**src/rtl/odm_pkg.sv**
```systemverilog
// shared types and constants for the one-edit dictionary match block
`timescale 1ns / 1ps

package odm_pkg;

	localparam int CHAR_W = 8;
	localparam int NEAR_W = 7;
	localparam logic [NEAR_W-1:0] NEAR_MAX = 7'd127;

	localparam logic [1:0] MODE_DICT  = 2'd0;
	localparam logic [1:0] MODE_QUERY = 2'd1;
	localparam logic [1:0] MODE_CLEAR = 2'd2;

	typedef enum logic [1:0] {
		ST_IDLE,
		ST_WRITE,
		ST_SCAN,
		ST_DRAIN
	} odm_state_t;

	typedef struct packed {
		logic append;
		logic clear;
	} entry_ctl_t;

	typedef struct packed {
		logic start;
		logic issue;
	} cmp_ctl_t;

endpackage

```
**src/rtl/odm_row_cmp.sv**
```systemverilog
// row compare stage and exact / near-miss accumulators
`timescale 1ns / 1ps

module odm_row_cmp #(
	parameter int MAX_CHARS = 16,
	parameter int MAX_WORDS = 64
) (
	input  logic                               clk,
	input  logic                               arst_n,
	input  odm_pkg::cmp_ctl_t                  ctl,
	input  logic [MAX_CHARS-1:0][7:0]          row_chars,
	input  logic [$clog2(MAX_CHARS+1)-1:0]     row_len,
	input  logic [MAX_CHARS-1:0][7:0]          entry_chars,
	input  logic [$clog2(MAX_CHARS+1)-1:0]     entry_pos,
	output logic                               exact,
	output logic [$clog2(MAX_WORDS+1)-1:0]     near,
	output logic                               pending
);
	import odm_pkg::*;

	localparam int NW = $clog2(MAX_WORDS + 1);

	logic                 vld_s1;
	logic                 vld_s2;
	logic                 zero_s2;
	logic                 one_s2;
	logic [MAX_CHARS-1:0] diff;
	logic                 len_eq;
	logic                 zero_diff;
	logic                 one_diff;
	logic                 exact_q;
	logic [NW-1:0]        near_q;

	// rows beyond their length hold zeros, as does the entry buffer
	always_comb begin
		for (int k = 0; k < MAX_CHARS; k++) begin
			diff[k] = (row_chars[k] != entry_chars[k]);
		end
	end

	assign len_eq    = (row_len == entry_pos);
	assign zero_diff = ~|diff;
	assign one_diff  = (|diff) && ((diff & (diff - MAX_CHARS'(1))) == '0);

	always_ff @(posedge clk or negedge arst_n) begin
		if (!arst_n) begin
			vld_s1  <= 1'b0;
			vld_s2  <= 1'b0;
			zero_s2 <= 1'b0;
			one_s2  <= 1'b0;
			exact_q <= 1'b0;
			near_q  <= '0;
		end else begin
			vld_s1  <= ctl.issue;
			vld_s2  <= vld_s1;
			zero_s2 <= vld_s1 && len_eq && zero_diff;
			one_s2  <= vld_s1 && len_eq && one_diff;
			if (ctl.start) begin
				exact_q <= 1'b0;
				near_q  <= '0;
			end else if (vld_s2) begin
				if (zero_s2) begin
					exact_q <= 1'b1;
				end
				if (one_s2) begin
					near_q <= near_q + NW'(1);
				end
			end
		end
	end

	assign exact   = exact_q;
	assign near    = near_q;
	assign pending = vld_s1 || vld_s2;

endmodule

```
**config.mk**
```make
export PLATFORM = sky130hd
export DESIGN_NAME = odm_row_cmp
export DESIGN_NICKNAME = d
export VERILOG_FILES = /design/src/rtl/odm_pkg.sv /design/src/rtl/odm_row_cmp.sv
export SDC_FILE = /design/constraint.sdc
export NUM_CORES = 1
export LEC_CHECK = 0
export BUFFER_PORTS_ARGS = -buffer_cell sky130_fd_sc_hd__buf_2
export CORE_AREA = 3 3 108 110
export DETAILED_ROUTE_END_ITERATION = 10
export DIE_AREA = 0 0 111 113
export GPL_TIMING_DRIVEN = 0
export MAX_ROUTING_LAYER = met4
export PLACE_DENSITY = 0.63
export SETUP_SLACK_MARGIN = 0.5
export SLEW_MARGIN = 5
export SYNTH_ARGS = -nofsm -noshare
export SYNTH_HDL_FRONTEND = slang
export SYNTH_SLANG_ARGS = --single-unit
```
**constraint.sdc**
```tcl
create_clock -name clk -period 1.3 [get_ports clk]
set_input_delay 0.065 -clock clk [delete_from_list [all_inputs] [get_ports clk]]
set_output_delay 0.065 -clock clk [all_outputs]
set_load 0.02 [all_outputs]
```
* After elaboration in Yosys (flattened, before gate mapping)
Index checks and enable logic that the tools add are counted. W data, S select, Z words.
Word-level totals: register bits 12, input port bits 270, output and inout port bits 9, word-level logic and storage cells 45
Operators by class: add/sub/neg operators 2, eq/ne operators 17, multiplexer cells 6, bitwise gates (word level) 1, reductions and logical operators 13
Operator list (count):
- $ne A8 B8 Y1 | 16
- $mux W7 | 3
- $and A16 B16 Y16 | 1
- $logic_not A16 Y1 | 1
- $reduce_or A16 Y1 | 1
- $sub A16 B1 Y16 const B | 1
- $add A7 B1 Y7 const B | 1
- $reduce_bool A2 Y1 | 3
- $eq A5 B5 Y1 | 1
- $logic_and A1 B1 Y1 | 4
- $reduce_and A2 Y1 | 2
- $mux W1 | 3
- $logic_not A1 Y1 | 1
- $logic_or A1 B1 Y1 | 1

* Longest topological paths before layout
Gate-level depths: netlist of run 1.
word-level depth 6, gate-level depth with buffers 8

* Worst setup path after synthesis of run 1
OpenSTA, ideal clock, no wires.
kind input to register, from input port entry_chars[26] in the netlist's numbering, to register one_s2, library setup time 0.087 ns, data arrival time 1.730 ns, data required time 1.213 ns, slack -0.517 ns, stages on the path 7, cells stage by stage xor2_1 > nor4_1 > nand4_1 > nor3_2 > a41oi_1 > or4b_1 > a211oi_2
On the way: cells in the longest elaborated chain, start to end 6, elaborated cells on any way between the ends 7
Ends and longest elaborated chain:
- start: declaration | RTL line odm_row_cmp.sv:13 | input logic [MAX_CHARS-1:0][7:0] entry_chars,
- $ne A8 B8 Y1 * | RTL line odm_row_cmp.sv:37 | diff[k] = (row_chars[k] != entry_chars[k]);
- $sub A16 B1 Y16 | RTL line odm_row_cmp.sv:43 | assign one_diff = (|diff) && ((diff & (diff - MAX_CHARS'(1))) == '0);
- $and A16 B16 Y16 | RTL line odm_row_cmp.sv:43
- $logic_not A16 Y1 | RTL line odm_row_cmp.sv:43
- $logic_and A1 B1 Y1 * | RTL line odm_row_cmp.sv:43
- $logic_and A1 B1 Y1 * | RTL line odm_row_cmp.sv:57 | one_s2 <= vld_s1 && len_eq && one_diff;
- end signal: assignment | RTL line odm_row_cmp.sv:57
- end: declaration | RTL line odm_row_cmp.sv:26 | logic one_s2;
Mark *: on every way between the ends. The rest lies on a longest branch, timed or not. A chain may end at the register's enable or synchronous reset.

* Worst setup path after layout of run 1
from input port row_chars[24] in the netlist's numbering, to register one_s2
On the way: cells in the longest elaborated chain, start to end 6, elaborated cells on any way between the ends 7
Ends and longest elaborated chain:
- start: declaration | RTL line odm_row_cmp.sv:11 | input logic [MAX_CHARS-1:0][7:0] row_chars,
- $ne A8 B8 Y1 * | RTL line odm_row_cmp.sv:37
- $sub A16 B1 Y16 | RTL line odm_row_cmp.sv:43
- $and A16 B16 Y16 | RTL line odm_row_cmp.sv:43
- $logic_not A16 Y1 | RTL line odm_row_cmp.sv:43
- $logic_and A1 B1 Y1 * | RTL line odm_row_cmp.sv:43
- $logic_and A1 B1 Y1 * | RTL line odm_row_cmp.sv:57
Marks and branches as above.

==> reports/results.tsv, run 1 <==
stage	metric	value	unit
global_route	largest net degree at the start of global routing	13	
drt	# DRC	0	
sta	final setup fails	4	
critical_path	critical path, cell by cell	buf_2 -> xor2_1 -> nor4_2 -> nand4_1 -> nor3_4 -> a41oi_1 -> or4b_4 -> a211oi_2	
sta	Slew Limit Fails	0	
job	max_cap viols	0	
critical_path	Startpoint Class	primary input	
critical_path	R2R setup slack	-0.07	ns
die	die area	12500	sq um
outcome	failing checks	negative setup slack	
critical_path	required time of the critical path	1.46	ns
place	IO buf count	277	
yosys	cells after synthesis	257	
final_layout	Area Growth Syn to Fin	95.9	%
global_route	initial antenna violation count	0	
outcome	status	complete, but fails checks	
final_layout	final antenna diode count	0	
clocking	number of buffers created by CTS	3	
yosys	FF+latch count, synth	12	
sta	fin crit share	1.42	
hold_path	worst hold endpoint	near[2]$_DFFE_PN0P_	
place	placed insts	674	
yosys	Yosys warning count	0	
sta	Max Fclk	542	MHz
critical_path	Slowest cell on crit path	or4b_4	
sta	slew margin rel.	0.732	
pwr	total chip power	1.64	mW
yosys	Syn Area/Cell	8.30	sq um
place	gp weighted congestion	0.882	
drt	drt wl/cell	13.6	um
yosys	syn_nets	528	
global_route	GR Overflow Total	0	
drt	Total Wirelength	9.57	mm
clocking	clock buffer depth	2	
final_layout	final net count	835	
yosys	register area share after synthesis	0.141	
sta	Final Hold Fails	0	
sta	RSZ-0062 raised after global routing	yes	
hold_path	hold path depth	2	
yosys	EDFF count, synth	0	
clocking	CTS tree	yes	
drt	Routed Antenna Nets	0	
final_layout	Final Non-Filler Cells	703	
critical_path	CP Max Fanout	3	
pwr	IR drop worst, VDD	252	uV
die	Initial Utilization	0.198	
die	I/O pins	279	
hold_path	hold_sp	ctl[1]	
yosys	mapped cell area	2130	sq um
place	pre-CTS setup slack	-1.11	ns
pwr	Pwr per Cell Area	393	nW/um^2
yosys	Cell variety after synth	27	
critical_path	Crit. End Element	flip-flop	
die	core area	10800	sq um
yosys	Area contributors post-synth	xor2_1 43%, xnor2_1 15%, dfrtp_1 14%	
sta	fin worst setup slack	-0.546	ns
pwr	Pleak	2.08	nW
clocking	clock root buffer	clkbuf_8	
sta	slew of the pin with the lowest slew margin	0.398	ns
die	Die H	113	um
global_route	vias in the first global route	3260	
clocking	worst skew pair latency	0.24	ns
critical_path	largest delay contributor family on the critical path	simple AND/OR/NAND/NOR gates	
critical_path	Worst path depth	8	
critical_path	worst stage delay on the critical path	0.51	ns
drt	Via-to-Cell Ratio	4.24	
critical_path	Critical R2R Launch	vld_s2$_DFF_PN0_	
hold_path	Hold Path Class	primary input to flip-flop	
critical_path	RR Endpoint	near[5]$_DFFE_PN0P_	
clocking	Clock Pin Slew Worst Setup and Hold Paths	0.05	ns
critical_path	sum of buffers and inverters on the critical path	1	
clocking	H-tree depth	1	
yosys	Async S/R FF share, synth	1.00	
place	HPWL after DPL	8.69	mm
critical_path	Setup Crit Path Kind	primary input to flip-flop	
final_layout	layout cell share with drive strength beyond 1	0.588	
drt	1st-pass router iterations	4	
drt	vias post-DR	2978	
yosys	post-synth top area cell	xor2_1	
critical_path	Reg2Reg Depth	6	
die	die width	111	um
global_route	GRT Util Overall	0.143	
yosys	Yosys top cell area share	0.427	
clocking	clock sinks	12	
sta	Clock Skews	0.00258	ns
critical_path	WP data arrival	2.01	ns
yosys	Top FF cell, synth	dfrtp_1	
global_route	first-pass GRT wire length	14.4	mm
drt	1st-iter DRT viols	54	
sta	Tmin final	1.85	ns
die	FP Rows	38	
cells by family (layout without fill, tap and decap cells):
group,Yosys count,count (layout),share of synthesized area
adders and majority gates,2,2,0.0106
AOI/OAI and AO/OA,16,16,0.0481
buffers and inverters,1,307,0.00176
and+or+nand+nor,86,86,0.224
DFF,12,12,0.141
xor gates and xnor gates,140,140,0.575
registers in the layout, indices dropped and copies added (netlist names):
signal,cells
near,7
exact,1
one_s2,1
vld_s1,1
vld_s2,1
zero_s2,1
layout by cell type (no fill, tap or decap), types with 2 or more instances in the layout:
cell type	instances
a21oi_1	5
nand3_1	2
clkbuf_1	2
clkbuf_8	3
xnor2_1	36
a21oi_2	2
nor2_1	15
buf_4	15
dfrtp_2	3
xor2_1	103
nand4_1	10
o21ai_0	2
buf_2	262
dlygate4sd3_1	2
nor3_1	4
nand2_1	14
or2_2	2
dfrtp_1	9
o211ai_1	2
buf_6	23
nor4_1	21
nand3_2	3
nor4_2	6
nor3_4	2
power breakdown:
| part | total (mW) | internal [mW] | leakage, nW | switching (mW) |
|---|---|---|---|---|
| clock | 0.352 | 0.216 | 0.0228 | 0.136 |
| combinational | 0.908 | 0.533 | 1.90 | 0.376 |
| sequential | 0.382 | 0.377 | 0.158 | 0.00482 |
final cells by class:
class | count | area, sq um
fillers | 1135 | 6620
plain buffers | 1 | 3.75
multi-input cells | 244 | 1950
clock buffers | 4 | 45.0
repair buffers | 302 | 1700
flip-flops and latches | 12 | 304
well taps | 140 | 175
timing repair:
item	in CTS	in global routing
setup endpoints to repair	18	19
gates cloned	0	0
hold buffers	2	0
buffers inserted	11	12
pin swaps	14	12
resized for setup	30	17
hold endpoints to repair	13	0
synth_stat cells, types with 2 or more instances:
cell type  number
and3_1          2
or2_2           2
xor2_1        104
nor2_1         15
o21ai_0         2
nand2_1        15
nor4_1         25
dfrtp_1        12
xnor2_1        36
nor4_2          3
o211ai_1        2
nand4_1        10
nand3_1         5
a21oi_1         7
nor3_1          5
routing by layer:
layer / track usage / wire (um)
met1: 0.148 / 3360
met2: 0.286 / 5510
met3: 0.0193 / 604
met4: 0.0304 / 87
met5: - / 0
worst reg2reg max path, delay by kind of cell (launching register included):
| family | cells | cell delay (ns) |
|---|---|---|
| AOI/OAI and AO/OA | 1 | 0.11 |
| xor gates and xnor gates | 1 | 0.15 |
| DFF | 1 | 0.48 |
| and+or+nand+nor | 4 | 0.51 |
metrics by stage:
step	utilization	hold WS, ns	instance area (sq um)	TNS, ns
3_5_place_dp	0.346	-0.0416	3730	-2.04
3_3_place_gp	0.346	-0.0473	3730	-2.02
6_report	0.387	0.189	4180	-1.12
2_1_floorplan	-	-0.231	2170	-0.667
5_1_grt	0.387	0.231	4180	-1.84
4_1_cts	0.371	0.178	4000	-0.952
worst max-delay path by stage:
stage | start | to | slack [ns]
6_report | row_chars[24] | one_s2$_DFF_PN0_ | -0.55
5_1_grt | row_chars[24] | one_s2$_DFF_PN0_ | -0.67
4_1_cts | entry_chars[20] | one_s2$_DFF_PN0_ | -0.52
3_5_place_dp | entry_chars[24] | one_s2$_DFF_PN0_ | -1.11
3_3_place_gp | entry_chars[24] | one_s2$_DFF_PN0_ | -1.10
2_1_floorplan | entry_chars[30] | one_s2$_DFF_PN0_ | -0.47
Note: power is estimated with default switching activity, not from simulation.
==> inputs of run 2 (changes only) <==
--- a/config.mk
+++ b/config.mk
@@ -12,8 +12,8 @@
 export GPL_TIMING_DRIVEN = 0
 export MAX_ROUTING_LAYER = met4
 export PLACE_DENSITY = 0.63
+export REMOVE_ABC_BUFFERS = 1
 export SETUP_SLACK_MARGIN = 0.5
-export SLEW_MARGIN = 5
 export SYNTH_ARGS = -nofsm -noshare
 export SYNTH_HDL_FRONTEND = slang
 export SYNTH_SLANG_ARGS = --single-unit
==> constraint.sdc (replaced) <==
create_clock -name clk -period 2 [get_ports clk]
set_input_delay 0.1 -clock clk [delete_from_list [all_inputs] [get_ports clk]]
set_output_delay 0.1 -clock clk [all_outputs]
set_load 0.02 [all_outputs]
==> reports/results.tsv, run 2 (synthesized netlist as in run 1, its figures left out) <==
stage	metric	value	unit	change
pwr	Pleak	2.00	nW	-3.9%
job	max_cap viols	0		unchanged
drt	1st-iter DRT viols	33		-39%
pwr	IR drop worst, VDD	157	uV	-38%
global_route	largest net degree at the start of global routing	13		unchanged
pwr	Pwr per Cell Area	275	nW/um^2	-30%
pwr	Clock Power Share	0.237		+0.023
clocking	number of buffers created by CTS	3		unchanged
sta	Tmin final	1.89	ns	
global_route	vias in the first global route	3170		-2.8%
sta	RSZ-0062 raised after global routing	yes		
global_route	Top Usage Layer GRT	met2		
final_layout	layout cell share with drive strength beyond 1	0.562		-0.0259
critical_path	Setup Crit Path Kind	primary input to flip-flop		
critical_path	worst stage delay on the critical path	0.56	ns	+0.05 ns
drt	1st-pass router iterations	4		unchanged
critical_path	largest delay contributor family on the critical path	simple AND/OR/NAND/NOR gates		
critical_path	sum of buffers and inverters on the critical path	2		+1
global_route	GR Overflow Total	0		unchanged
sta	Final Hold Fails	0		unchanged
place	gp weighted congestion	0.896		+1.6%
sta	Slew Limit Fails	0		unchanged
drt	Routed Antenna Nets	0		unchanged
critical_path	Critical R2R Launch	vld_s1$_DFF_PN0_		
final_layout	commonest non-fill, non-tap cell in the layout	buf_2		
final_layout	Area Growth Syn to Fin	84.9	%	
drt	drt wl/cell	13.2	um	-3.3%
clocking	clock root buffer	clkbuf_8		
critical_path	Startpoint Class	primary input		
sta	slew margin rel.	0.730		-0.00231
pwr	switching pwr	0.326	mW	-37%
critical_path	CP Max Fanout	4		+1
hold_path	Hold Path Class	primary input to flip-flop		
critical_path	Crit. End Element	flip-flop		
pwr	Flop pwr share	0.229		-0.004
die	Initial Utilization	0.198		unchanged
clocking	CTS tree	yes		
global_route	initial antenna violation count	1		+1
place	HPWL after DPL	8.47	mm	-2.5%
sta	slew of the pin with the lowest slew margin	0.401	ns	+0.00343 ns
critical_path	Slowest cell on crit path	or4b_4		
sta	fin crit share	0.946		
sta	Max Fclk	528	MHz	
sta	final setup fails	0		-4
final_layout	final core occ	0.365		-0.0218
global_route	GRT met2 Usage	0.270		-0.0158
clocking	clock buffer depth	2		unchanged
clocking	Clock Pin Slew Worst Setup and Hold Paths	0.05	ns	about the same
drt	vias post-DR	2940		-1.3%
global_route	met3 Use GR	0.0257		+0.00642
final_layout	max reg flops	7		unchanged
pwr	switching fraction of total power	0.301		-0.0137
global_route	GRT Util Overall	0.139		-0.00359
critical_path	critical path, cell by cell	buf_2 -> xor2_1 -> nor4_1 -> nand2_1 -> buf_4 -> o21ai_0 -> a41oi_1 -> or4b_4 -> a211oi_2		
critical_path	CP startpoint	entry_chars[78]		
clocking	worst skew pair latency	0.24	ns	about the same
critical_path	WP data arrival	2.05	ns	+0.04 ns
die	FP Rows	38		unchanged
drt	Via-to-Cell Ratio	4.27		+0.73%
die	die width	111	um	unchanged
global_route	M1 GR Usage	0.148		-0.000650
hold_path	hold_sp	ctl[1]		
die	Die H	113	um	unchanged
drt	Total Wirelength	9.06	mm	-5.3%
place	IO buf count	278		+0.36%
outcome	status	finished, final reports clean		
pwr	Gate power share	0.534		-0.019
final_layout	most frequent cells in the layout	275 x buf_2, 102 x xor2_1, 35 x xnor2_1, 22 x nor4_1		
critical_path	required time of the critical path	2.15	ns	+0.69 ns
global_route	first-pass GRT wire length	14.3	mm	-1.2%
pwr	internal power	0.757	mW	-33%
final_layout	final net count	820		-1.8%
pwr	total chip power	1.08	mW	-34%
sta	Clock Skews	0.000640	ns	-0.00194 ns
die	I/O pins	279		unchanged
clocking	clock sinks	12		unchanged
final_layout	fillers	1139		+0.35%
die	core area	10800	sq um	unchanged
clocking	H-tree depth	1		unchanged
drt	# DRC	0		unchanged
die	die area	12500	sq um	unchanged
==> run 2: cell types whose count changed in the layout (fill, tap and decap cells not counted), moves of 2 or more <==
cell	before	now
dfrtp_2	3	0
a21oi_1	5	7
buf_2	262	275
nand3_2	3	0
nor4_2	6	4
dfrtp_1	9	12
clkbuf_1	2	0
buf_6	23	4
nand3_1	2	5
a21oi_2	2	0
buf_4	15	7
==> run 2: path summary, 6_finish.rpt <==
check,to,slack (ns),depth (start not counted)
worst min register to register,vld_s2$_DFF_PN0_,0.41,0
worst max register to register,one_s2$_DFF_PN0_,0.63,3
worst min-delay path,near[1]$_DFFE_PN0P_,0.15,2
worst max-delay path,one_s2$_DFF_PN0_,0.11,9
min in group asynchronous,near[3]$_DFFE_PN0P_,0.26,2
max in group asynchronous,near[6]$_DFFE_PN0P_,1.53,2
==> run 2: stage by stage <==
step	instances	cell area (sq um)	setup TNS, ns	hold slack (ns)	setup WS [ns]
3_5_place_dp	674	3690	-0.328	-0.00908	-0.328
4_1_cts	685	3860	0	0.144	0.125
6_report	689	3940	0	0.154	0.108
3_3_place_gp	674	3690	-0.284	-0.00980	-0.284
2_1_floorplan	256	2130	0	-0.196	0.148
5_1_grt	689	3940	-0.0882	0.168	-0.0882
==> run 2: what timing repair did <==
action | 4_1_cts | 5_1_grt
pin swaps | 15 | 11
endpoints found under the hold margin | 13 | 0
hold buffers | 2 | 0
cloned | 0 | 0
buffers inserted | 5 | 3
gates resized for setup | 10 | 8
endpoints found under the setup margin | 2 | 2
==> run 2: final cells by class <==
type,instances,area [sq um],area share
Sequential cell,12,300,0.0762
Clock buffer,4,55.1,0.0140
Tap cell,140,175,0.0444
Antenna cell,1,2.50,0.000635
Timing Repair Buffer,288,1490,0.379
Multi-Input combinational cell,244,1910,0.486
==> run 2: metal layers <==
metal / vias to the layer above / wire, um
li1: 1473 / -
met1: 1308 / 3260
met2: 148 / 4940
met3: 11 / 725
met4: 0 / 137
met5: - / 0
==> run 2: power groups by stage <==
stage               combinational [mW]  clock [mW]  sequential (mW)
detailed placement               0.565           0            0.252
global placement                 0.548           0            0.252
CTS                              0.577       0.266            0.248
global route                     0.645       0.274            0.248
finish                           0.578       0.257            0.248
floorplan                        0.218           0            0.251
