--- src/rtl/odm_pkg.sv ---
// shared types and constants for the one-edit dictionary match block
`timescale 1ns / 1ps

package odm_pkg;

	localparam int CHAR_W = 8;
	localparam int NEAR_W = 7;
	localparam logic [NEAR_W-1:0] NEAR_MAX = 7'd127;

	localparam logic [1:0] MODE_DICT  = 2'd0;
	localparam logic [1:0] MODE_QUERY = 2'd1;
	localparam logic [1:0] MODE_CLEAR = 2'd2;

	typedef enum logic [1:0] {
		ST_IDLE,
		ST_WRITE,
		ST_SCAN,
		ST_DRAIN
	} odm_state_t;

	typedef struct packed {
		logic append;
		logic clear;
	} entry_ctl_t;

	typedef struct packed {
		logic start;
		logic issue;
	} cmp_ctl_t;

endpackage

--- src/rtl/odm_entry_buf.sv ---
// entry buffer that gathers the characters of the current word or query
`timescale 1ns / 1ps

module odm_entry_buf #(
	parameter int MAX_CHARS = 16
) (
	input  logic                                      clk,
	input  logic                                      arst_n,
	input  odm_pkg::entry_ctl_t                       ctl,
	input  logic [7:0]                                char_code,
	output logic [MAX_CHARS-1:0][7:0]                 chars,
	output logic [$clog2(MAX_CHARS+1)-1:0]            pos,
	output logic                                      overflow
);
	import odm_pkg::*;

	localparam int PW = $clog2(MAX_CHARS + 1);
	localparam int IW = (MAX_CHARS > 1) ? $clog2(MAX_CHARS) : 1;

	logic [MAX_CHARS-1:0][CHAR_W-1:0] chars_q;
	logic [PW-1:0]                    pos_q;
	logic                             ovf_q;

	// clear wins over append: a dropped word end or an overlong query end is cleared
	always_ff @(posedge clk or negedge arst_n) begin
		if (!arst_n) begin
			chars_q <= '0;
			pos_q   <= '0;
			ovf_q   <= 1'b0;
		end else if (ctl.clear) begin
			chars_q <= '0;
			pos_q   <= '0;
			ovf_q   <= 1'b0;
		end else if (ctl.append) begin
			if (pos_q < PW'(MAX_CHARS)) begin
				chars_q[pos_q[IW-1:0]] <= char_code;
				pos_q <= pos_q + PW'(1);
			end else begin
				ovf_q <= 1'b1;
			end
		end
	end

	assign chars    = chars_q;
	assign pos      = pos_q;
	assign overflow = ovf_q;

endmodule

--- config.mk ---
export PLATFORM = sky130hd
export DESIGN_NAME = odm_entry_buf
export DESIGN_NICKNAME = d
export VERILOG_FILES = /design/src/rtl/odm_pkg.sv /design/src/rtl/odm_entry_buf.sv
export SDC_FILE = /design/constraint.sdc
export NUM_CORES = 1
export LEC_CHECK = 0
export BUFFER_PORTS_ARGS = -buffer_cell sky130_fd_sc_hd__buf_4
export CORE_UTILIZATION = 42
export CTS_CLUSTER_DIAMETER = 100
export CTS_CLUSTER_SIZE = 14
export DETAILED_ROUTE_END_ITERATION = 12
export MAX_ROUTING_LAYER = met4
export PLACE_DENSITY = 0.67
export SLEW_MARGIN = 20
export SYNTH_ARGS = -nofsm -noshare
export SYNTH_HDL_FRONTEND = slang
export SYNTH_SLANG_ARGS = --single-unit
--- constraint.sdc ---
create_clock -name clk -period 1.6 [get_ports clk]
set_input_delay 0.08 -clock clk [delete_from_list [all_inputs] [get_ports clk]]
set_output_delay 0.08 -clock clk [all_outputs]
set_load 0.005 [all_outputs]
# Word level (Yosys, flattened, before mapping)
# Index checks and enable logic that the tools add are counted.
[totals]
regBits = 134
inputBits = 12
out_inout_bits = 134
wordCells = 40
[op_classes]
add_sub_neg = 1
magnitude_cmp = 3
n_eq_ne = 1
mux = 12
n_reduce_logical = 5
[ops]
columns = ["operator", "n"]
rows = [
  ["$mux 128", 3],
  ["$bwmux 128", 1],
  ["$demux 8 s4", 1],
  ["$mux 5", 3],
  ["$mux 8", 1],
  ["$add 5x1->5 const B", 1],
  ["$lt 4x5->1 const B", 1],
  ["$lt 5x5->1 const B", 1],
  ["$ge 4x1->1 const B", 1],
  ["$reduce_and 2->1", 2],
  ["$reduce_bool 2->1", 2],
  ["$mux 1", 3],
  ["$ne 2x2->1 const B", 1],
  ["$logic_and 1x1->1", 1],
]

# Longest topological paths before layout
# Gate-level depths: netlist of run 1.
[logic_depth]
word_depth = 8
depth_mapped = 6
depth_no_buf = 5

# Worst setup path before layout of run 1
# OpenSTA, ideal clock, no wires.
[synth_timing]
kind = "reg-to-reg"
startpoint = "register pos_q[0] (netlist: pos[0])"
endpoint = "register chars_q, in the netlist chars[64]"
setup_ps = 127
arrival_ps = 1312
required_ps = 1473
path_slack_ps = 161
path_stages_with_launch = 7
n_path_buf = 1
synth_period_minus_slack_ps = 1439
path_cell_list = "dfrtp_1 -> inv_1 -> ha_1 -> nor2b_1 -> clkbuf_4 -> nand4_4 -> mux2i_1"
[synth_via]
elab_chain_len = 8
elab_cells_between_ends = 12
cone_classes = "order compare: 3; mux: 6; reduce/logical: 3"
[synth_lines]
columns = ["element", "line", "rtl"]
rows = [
  ["start: declaration", "odm_entry_buf.sv:21", "logic [PW-1:0] pos_q;"],
  ["start signal: assignment", "odm_entry_buf.sv:37", "pos_q <= pos_q + PW'(1);"],
  ["$lt 4x5->1 (not written as such) or $ge 4x1->1 (tied branches)", "odm_entry_buf.sv:36", "chars_q[pos_q[IW-1:0]] <= char_code;"],
  ["$logic_and 1x1->1 (not written as such)", "odm_entry_buf.sv:36", ""],
  ["$mux 8 (not written as such)", "odm_entry_buf.sv:36", ""],
  ["$demux 8 s4", "odm_entry_buf.sv:36", ""],
  ["$bwmux 128", "odm_entry_buf.sv:36", ""],
  ["$mux 128", "odm_entry_buf.sv:35", "if (pos_q < PW'(MAX_CHARS)) begin"],
  ["$mux 128", "odm_entry_buf.sv:34", "end else if (ctl.append) begin"],
  ["$mux 128", "odm_entry_buf.sv:30", "end else if (ctl.clear) begin"],
  ["end signal: indexed assignment", "odm_entry_buf.sv:36", ""],
  ["end: declaration", "odm_entry_buf.sv:20", "logic [MAX_CHARS-1:0][CHAR_W-1:0] chars_q;"],
]
# Several ways; a longest one is shown, not always the timed one. The select of a mux whose other input is x is not followed.
# A chain may end at the register's enable or synchronous reset.

# Worst setup path after layout of run 1
[layout_timing]
startpoint = "register pos_q[0] (netlist: pos[0])"
endpoint = "register chars_q, in the netlist chars[70]"
# The elaborated chain is that of the path after synthesis.

==> results.cfg, run 1 <==
[critical_path]
worst-path-max-fanout = 8
cpPeakStageDelay_ps = 450
worst_ep_arrival_time_ps = 1810
path_class = flip-flop to flip-flop
startpoint_type = flip-flop
crit_chain = inv_2, ha_4, nor2b_1, buf_4, nand4_4, mux2i_1
cp.required_ps = 1880
cp_slowest_cell = dfrtp_2
cp-end-kind = flip-flop

[power]
vdd_drop_max_uv = 675.9
p_int_uw = 6234
pwr-share-seq = 0.433
power_frac_comb = 0.069
powerDensity_nw_per_um2 = 976.4
clkPwrFrac = 0.498
p_switching_uw = 1759
switching_share = 0.2201
power.total_uw = 7993
p_leak_uw = 0.004629

[placement]
io_buffers = 145
routabilityCongestion = 0.8453
placed_cell_area_sq_um = 7485
dp_hpwl_mm = 10.66

[sta]
skew_ps = 6.271
hold_viol_final = 0
drv_slew = 0
whs_ps = 99.74
max_freq_ghz = 0.6541
fin_crit_ps = 1529
slew_headroom = 0.6262
setup_tns_ps = 0
rsz0062_at_grt = true
tightest_slew_ps = 560.6
finalCritPeriodShare = 0.9555
setup_violations = 0

[final_layout]
layout-drive-gt1-share = 0.3553
utilization = 0.5830
final.fill_count = 1151
finalInstanceArea_sq_um = 8187
final_cell_mix = buf_4, nand2b_1, dfrtp_1, mux2i_1, clkbuf_16
layout_commonest_cell = buf_4
area_growth_pct = 33.48
n_antenna_cell = 0
final_nets = 656

[flow_run]
cap_violations = 0

[clocking]
htree_levels = 4
cts_made_buffers = 17
post-cts-setup-buffer-count = 0
tritoncts = done
insertion_delay_ps = 420
clock_sinks = 134
root_buffer = clkbuf_16
clkTransAtPathRegs_ps = 60
cts_buffer_depth = 2

[synthesis]
ys_seq_elements = 134
avgSynthCellArea_sq_um = 12.62
seq_area_frac_synth = 0.5467
synth_fp_nets = 502
ys_types = 30
yosys_warnings = 0
synth_area_sq_um = 6133
netlist_instances = 486

[route]
antenna_left = 0
wl_per_cell_um = 19.16
drc_errors = 0
first_pass_iters = 4
dr.first_iter.drc_count = 246
num_vias = 4196
vias_per_cell = 5.037
routed_wirelength_mm = 15.96

[global_route]
grt_pass1_wl_mm = 24.51
grt_max_degree = 56
antenna_found_initial = 0
gr-total-overflow = 0
grt_pass1_vias = 4203
grt_use_total = 0.2304

[floorplanning]
die_w_um = 122.8
initial_core_util = 0.4368
core_area_sq_um = 14040
die_h_um = 122.8
core.rowCount = 43
io-pin-count = 146
die_area_sq_um = 15090

[run_status]
run_status = complete, no violations

[min_path]
hold_class = primary input to flip-flop
[registers in the layout (all words and copies together) (netlist names)]
name and count:
pos 5, chars 128, overflow 1
[worst max-delay path: cells and delay by family, from the launching register on]
family | cells | cell delay (ps)
simple gates | 2 | 320
flops | 1 | 450
mux | 1 | 190
buf+inv | 2 | 290
fa+ha+maj | 1 | 120
[through the flow]
step,instances,setup slack [ps]
after global routing,833,-19.12
final,833,71.15
after detailed placement,800,-41.98
after CTS,833,-18.25
after global placement,800,43.22
after floorplan,486,160.5
[metal layers]
layer  global-route usage  vias to the layer above  wire (um)
li1                     -                     1924          -
met1               0.3071                     2135       7404
met2               0.3466                      119       7468
met3              0.05019                       18        830
met4              0.08003                        0        253
met5                    -                        -          0
[worst paths after layout]
path / cells after the start / slack (ps) / startpoint / end
hold reg to reg: 2 / 500 / overflow / overflow
setup reg to reg: 6 / 70 / pos[0] / chars[70]
hold / removal: 3 / 100 / ctl[0] / chars[7]
setup / recovery: 6 / 70 / pos[0] / chars[70]
max in group asynchronous: 3 / 790 / arst_n / chars[101]
min in group asynchronous: 2 / 210 / arst_n / chars[13]
[repair_timing]
action | in CTS | in global routing
resized for setup | 3 | 14
pin swaps | 0 | 3
hold buffers | 1 | 0
endpoints found under the setup margin | 13 | 84
endpoints found under the hold margin | 50 | 0
[layout make-up]
| type | count | area, sq um | area share |
|---|---|---|---|
| timing repair buffer | 174 | 1338 | 0.1634 |
| clock buffer | 25 | 525.5 | 0.06419 |
| multi-input combinational | 310 | 2640 | 0.3225 |
| inverter | 3 | 11.26 | 0.001376 |
| tap | 180 | 225.2 | 0.02751 |
| clock inverter | 7 | 90.09 | 0.01100 |
| sequential | 134 | 3357 | 0.4101 |
[cell families (layout without fill, tap and decap cells)]
family	count (synthesis)	after routing	share of synthesized area
fa+ha+maj	4	4	0.008160
simple gates	171	171	0.1934
flops	134	134	0.5467
xor+xnor	2	2	0.002856
buf+inv	42	209	0.03468
mux	127	127	0.2075
compound gates	6	6	0.006732
[power groups by stage]
stage | Sequential, uW | Combinational [uW] | Clock [uW]
after global placement | 3520 | 526 | 0
final | 3460 | 551 | 3980
after global routing | 3460 | 602 | 4220
after floorplan | 3520 | 270 | 0
after CTS | 3460 | 545 | 4030
after detailed placement | 3520 | 537 | 0
[cells in the mapped netlist]
cell         n  area (sq um)
buf_4        2         15.01
buf_6        3         33.78
and3_1       2         12.51
ha_1         4         50.05
nor4_2       1         12.51
buf_2       14         70.07
dfrtp_1    134          3353
nand3_2      3         30.03
nand2b_1   135         844.6
a21oi_1      3         15.01
nor2b_1      6         37.54
nand4_4      4         85.08
and2b_1      1         7.510
nand3b_1     1         7.510
nand4_2      2         25.02
clkbuf_4     2         15.01
nor3b_2      1         12.51
mux2i_1    126          1261
o2111ai_1    1         8.760
o2bb2ai_1    2         17.52
mux2_2       1         11.26
nor2b_4      1         13.76
nand2_1      2         7.510
nand2_2      4         25.02
nand3_4      2         35.03
xnor2_1      2         17.52
inv_1        3         11.26
nor2_4       1         11.26
clkbuf_1    18         67.56
nor2_1       5         18.77
(Power assumes the default switching activity.)
==> run 2: changes to the inputs <==
Settings changed: BUFFER_PORTS_ARGS -buffer_cell sky130_fd_sc_hd__buf_4 to unset, DONT_BUFFER_PORTS set to 1, PLACE_DENSITY 0.67 to 0.58.
==> results.cfg, run 2 (synthesis gave the netlist of run 1 again) <==
[final_layout]
final_nets = 519
n_antenna_cell = 0
finalInstanceArea_sq_um = 7161
final_cell_mix = nand2b_1, dfrtp_1, mux2i_1, buf_4, clkbuf_16
final.fill_count = 1210
layout_commonest_cell = nand2b_1
area_growth_pct = 16.75
largest_register_ffs = 128
seq_area_sq_um = 3354
multi_input_area_sq_um = 2582
layout-drive-gt1-share = 0.1570
utilization = 0.5099

[sta]
setup_violations = 0
slew_headroom = 0.6495
fin_crit_ps = 1556
hold_viol_final = 134
skew_ps = 6.875
drv_slew = 0
tightest_slew_ps = 524.0
max_freq_ghz = 0.6428
whs_ps = -642.3
rsz0062_at_grt = true
finalCritPeriodShare = 0.9723

[clocking]
root_buffer = clkbuf_16
insertion_delay_ps = 420
cts_made_buffers = 17
holdBufCountCts = 12
htree_levels = 4
cts_buffer_depth = 2
clkTransAtPathRegs_ps = 60
clock_sinks = 134
tritoncts = done

[floorplanning]
core_area_sq_um = 14040
core.rowCount = 43
die_h_um = 122.8
initial_core_util = 0.4368
die_w_um = 122.8
io-pin-count = 146
die_area_sq_um = 15090

[global_route]
grt_max_degree = 135
gr-total-overflow = 0
antenna_found_initial = 0
grt_pass1_wl_mm = 23.74
grt_pass1_vias = 3900
grt_use_total = 0.2257

[critical_path]
startpoint_type = flip-flop
r2r_cells = 5
path_class = flip-flop to flip-flop
cpPeakStageDelay_ps = 420
path_buf_inv = 1
cp_slowest_cell = dfrtp_1
worst_ep_arrival_time_ps = 1890
reg2reg_from = pos[0]
cp_top_family = flip-flops
crit_chain = ha_1, nor2b_2, buf_4, nand2_2, mux2i_1
worst_r2r_endpoint = chars[28]
worst-path-max-fanout = 8
rrSetupSlack_ps = 40
worst-path-stages = 5
cp-end-kind = flip-flop
cp.required_ps = 1940

[route]
drc_errors = 0
dr.first_iter.drc_count = 210
antenna_left = 0
top_layer = met4
num_vias = 3667
vias_per_cell = 5.269
first_pass_iters = 4
routed_wirelength_mm = 15.40
wl_per_cell_um = 22.13
wl_met1_mm = 6.602
wl_met2_mm = 7.439
wl_met3_mm = 1.193

[power]
powerDensity_nw_per_um2 = 1127
vdd_drop_max_uv = 774.9
power.total_uw = 8071
p_leak_uw = 0.003846

[placement]
routabilityCongestion = 0.7956
placed_cell_area_sq_um = 6350
io_buffers = 0
dp_hpwl_mm = 9.181

[run_status]
violations = hold timing
run_status = finished, violations left

[min_path]
hold_class = primary input to async pin

[flow_run]
cap_violations = 0
run 2: cell count changes in the layout (fill, tap and decap cells not counted), sizes merged:
| cell | change |
|---|---|
| dlygate4sd3 | +10 |
| clkbuf | -7 |
| clkinv | +4 |
| buf | -147 |
| bufinv | +3 |
run 2: worst register-to-register path, stage by stage, from the launching register on:
cell and delay (ps):
dfrtp_1 420, ha_1 260, nor2b_2 170, buf_4 160
nand2_2 220, mux2i_1 240
run 2: stage by stage:
step | setup WS [ps] | cells | setup TNS (ps)
global route | -6.454 | 696 | -19.99
finish | 44.27 | 696 | 0
detailed placement | 49.04 | 651 | 0
floorplan | 160.5 | 486 | 0
CTS | 26.20 | 695 | 0
global placement | 34.11 | 651 | 0
run 2: cell type report:
cell class,count,share of cell area
clock buffers,18,0.05993
repair buffers,37,0.04893
flip-flops and latches,134,0.4685
inverters,3,0.001573
multi-input cells,310,0.3607
clock inverters,14,0.02901
well taps,180,0.03145
run 2: report_power, final:
part | total, uW | leakage [uW] | internal, uW | switching (uW)
Combinational | 380 | 0.00167 | 161 | 219
Clock | 4230 | 0.000309 | 2750 | 1480
Sequential | 3460 | 0.00186 | 3430 | 36.0
run 2: layer usage:
layer / global-route usage / vias up
met2: 0.3402 / 99
met4: 0.07622 / 0
met1: 0.2797 / 1901
met5: - / -
li1: - / 1655
met3: 0.08132 / 12
run 2: worst max-delay path by stage:
| stage | start | to |
|---|---|---|
| final | pos[0] | chars[28] |
| after global routing | pos[0] | chars[120] |
| after CTS | pos[0] | chars[103] |
| after detailed placement | pos[0] | chars[103] |
| after global placement | pos[0] | chars[70] |
| after floorplan | pos[0] | chars[64] |
run 2: what timing repair did:
action / in CTS / in global routing
endpoints found under the hold margin: 268 / 134
gates resized for setup: 0 / 6
endpoints found under the setup margin: 0 / 63
setup buffers: 0 / 1
==> run 3: changes to the inputs <==
Settings changed: ABC_AREA set to 1.
Clock period 1.6 ns to 2 ns, I/O delays scaled along.
==> results.cfg, run 3 <==
[floorplanning]
die_w_um = 117.7
die_area_sq_um = 13850
io-pin-count = 146
initial_core_util = 0.4384
die_h_um = 117.7
core.rowCount = 41
core_area_sq_um = 12820

[power]
pwr-share-seq = 0.451
p_leak_uw = 0.003536
power.total_uw = 6147
clkPwrFrac = 0.504
switching_share = 0.2301
powerDensity_nw_per_um2 = 955.5
power_frac_comb = 0.045
p_switching_uw = 1415
p_int_uw = 4733
vdd_drop_max_uv = 425.6

[route]
dr.first_iter.drc_count = 255
drc_errors = 0
antenna_left = 0
routed_wirelength_mm = 14.75
num_vias = 4213
wl_per_cell_um = 17.49
first_pass_iters = 4
vias_per_cell = 4.998

[critical_path]
path_class = flip-flop to flip-flop
r2r_cells = 7
worst_ep_arrival_time_ps = 2200
crit_start = pos[4]
crit_chain = inv_2, nand2_2, buf_4, o21ai_0, nand2_1, nor2_1, dlygate4sd3_1
reg2reg_from = pos[4]
worst_r2r_endpoint = pos[2]
cp_slowest_cell = dlygate4sd3_1
cp-end-kind = flip-flop
cp.required_ps = 2350
worst-path-max-fanout = 10
startpoint_type = flip-flop
rrSetupSlack_ps = 150
cpPeakStageDelay_ps = 540
cp-endpoint = pos[2]

[global_route]
grt_pass1_wl_mm = 23.85
grt_pass1_vias = 4129
gr-total-overflow = 0
antenna_found_initial = 0
grt_max_degree = 135
grt_use_total = 0.2334

[min_path]
hold_class = primary input to async pin

[synthesis]
synthTopCellsByArea = dfrtp_1, nand2_1, nand3_1
synthFlopType = dfrtp_1
yosys.area.top_type = dfrtp_1
synth_top_area_share = 0.5964
netlist_instances = 644
synth.most_common_cell = nand2_1
avgSynthCellArea_sq_um = 8.731
seq_area_frac_synth = 0.5964
synth_fp_nets = 660
synth_area_sq_um = 5623
synth_edf_count = 0
yosys_warnings = 0
ys_types = 17
yosys-top-cells-count = nand2_1, dfrtp_1, nand3_1, nor2_4
async_flop_share = 1.000
ys_seq_elements = 134

[final_layout]
largest_register_ffs = 128
final.fill_count = 1241
area_growth_pct = 14.42
layout_commonest_cell = nand2_1
utilization = 0.5017
n_antenna_cell = 0
finalInstanceArea_sq_um = 6434
final_nets = 674
seq_area_sq_um = 3353
multi_input_area_sq_um = 2079
final_cell_mix = nand2_1, dfrtp_1, nand3_1, nor2_4, clkbuf_16
layout-drive-gt1-share = 0.1282

[sta]
slew_headroom = 0.5612
max_freq_ghz = 0.5402
hold_viol_final = 134
tightest_slew_ps = 657.5
drv_slew = 0
setup_violations = 0
whs_ps = -618.0
rsz0062_at_grt = false
setup_tns_ps = 0
fin_crit_ps = 1851
skew_ps = 9.958
finalCritPeriodShare = 0.9255

[clocking]
tritoncts = done
insertion_delay_ps = 420
clock_sinks = 134
post-cts-setup-buffer-count = 0
holdBufCountCts = 5
htree_levels = 4
clkTransAtPathRegs_ps = 60
root_buffer = clkbuf_16
cts_made_buffers = 17
cts_buffer_depth = 2

[run_status]
run_status = finished, violations left
violations = hold timing

[placement]
routabilityCongestion = 0.8015
placed_cell_area_sq_um = 5777
io_buffers = 0
dp_hpwl_mm = 9.766

[flow_run]
cap_violations = 0
==> run 3: cell type report <==
class / count / area share
timing repair buffer: 14 / 0.01984
clock buffer: 20 / 0.07254
multi-input combinational: 474 / 0.3232
sequential: 134 / 0.5212
tap: 172 / 0.03345
inverter: 17 / 0.009918
clock inverter: 12 / 0.01984
==> run 3: power groups by stage <==
stage / clock, uW / sequential, uW / combinational, uW
6_report: 3100 / 2770 / 276
5_1_grt: 3270 / 2770 / 303
4_1_cts: 3150 / 2770 / 278
3_5_place_dp: 0 / 2820 / 259
3_3_place_gp: 0 / 2820 / 252
2_1_floorplan: 0 / 2810 / 195
==> run 3: how the worst min path moves through the flow <==
stage | startpoint | slack [ps] | endpoint
finish | arst_n | -620 | chars[51]
global route | arst_n | -640 | chars[51]
CTS | arst_n | -640 | chars[51]
detailed placement | arst_n | -190 | chars[54]
global placement | arst_n | -190 | chars[52]
floorplan | arst_n | -200 | chars[0]
==> run 3: logic make-up (layout without fill, tap and decap cells) <==
family / after synthesis / count (layout) / synth area share
DFF: 134 / 134 / 0.5964
AOI/OAI and AO/OA: 6 / 6 / 0.005339
adders and majority gates: 4 / 4 / 0.008901
and+or+nand+nor: 464 / 464 / 0.3525
buffers and inverters: 36 / 63 / 0.03694
==> run 3: worst max-delay path, delay by kind of cell, from the launching register on <==
kind	cells	cell delay, ps
flops	1	440
buf+inv	3	880
compound gates	1	150
simple gates	3	320
==> run 3: stage by stage <==
| stage | hold WS, ps | instances | setup WS, ps |
|---|---|---|---|
| 2_1_floorplan | -195.6 | 644 | 662.3 |
| 3_3_place_gp | -191.3 | 806 | 352.0 |
| 3_5_place_dp | -192.6 | 806 | 320.3 |
| 4_1_cts | -638.0 | 843 | 107.3 |
| 5_1_grt | -643.6 | 843 | 15.34 |
| 6_report | -618.0 | 843 | 148.9 |
==> run 3: per-layer routing <==
metal,GRT usage,routed length [um],vias to the layer above
met2,0.3404,6732,150
met1,0.2989,6484,2030
met4,0.07532,152,0
li1,-,-,2023
met3,0.08866,1375,10
met5,-,0,-
==> run 3: repair_timing <==
| action | CTS | global route |
|---|---|---|
| endpoints found under the setup margin | 0 | 1 |
| gates resized for setup | 0 | 1 |
| endpoints found under the hold margin | 244 | 134 |
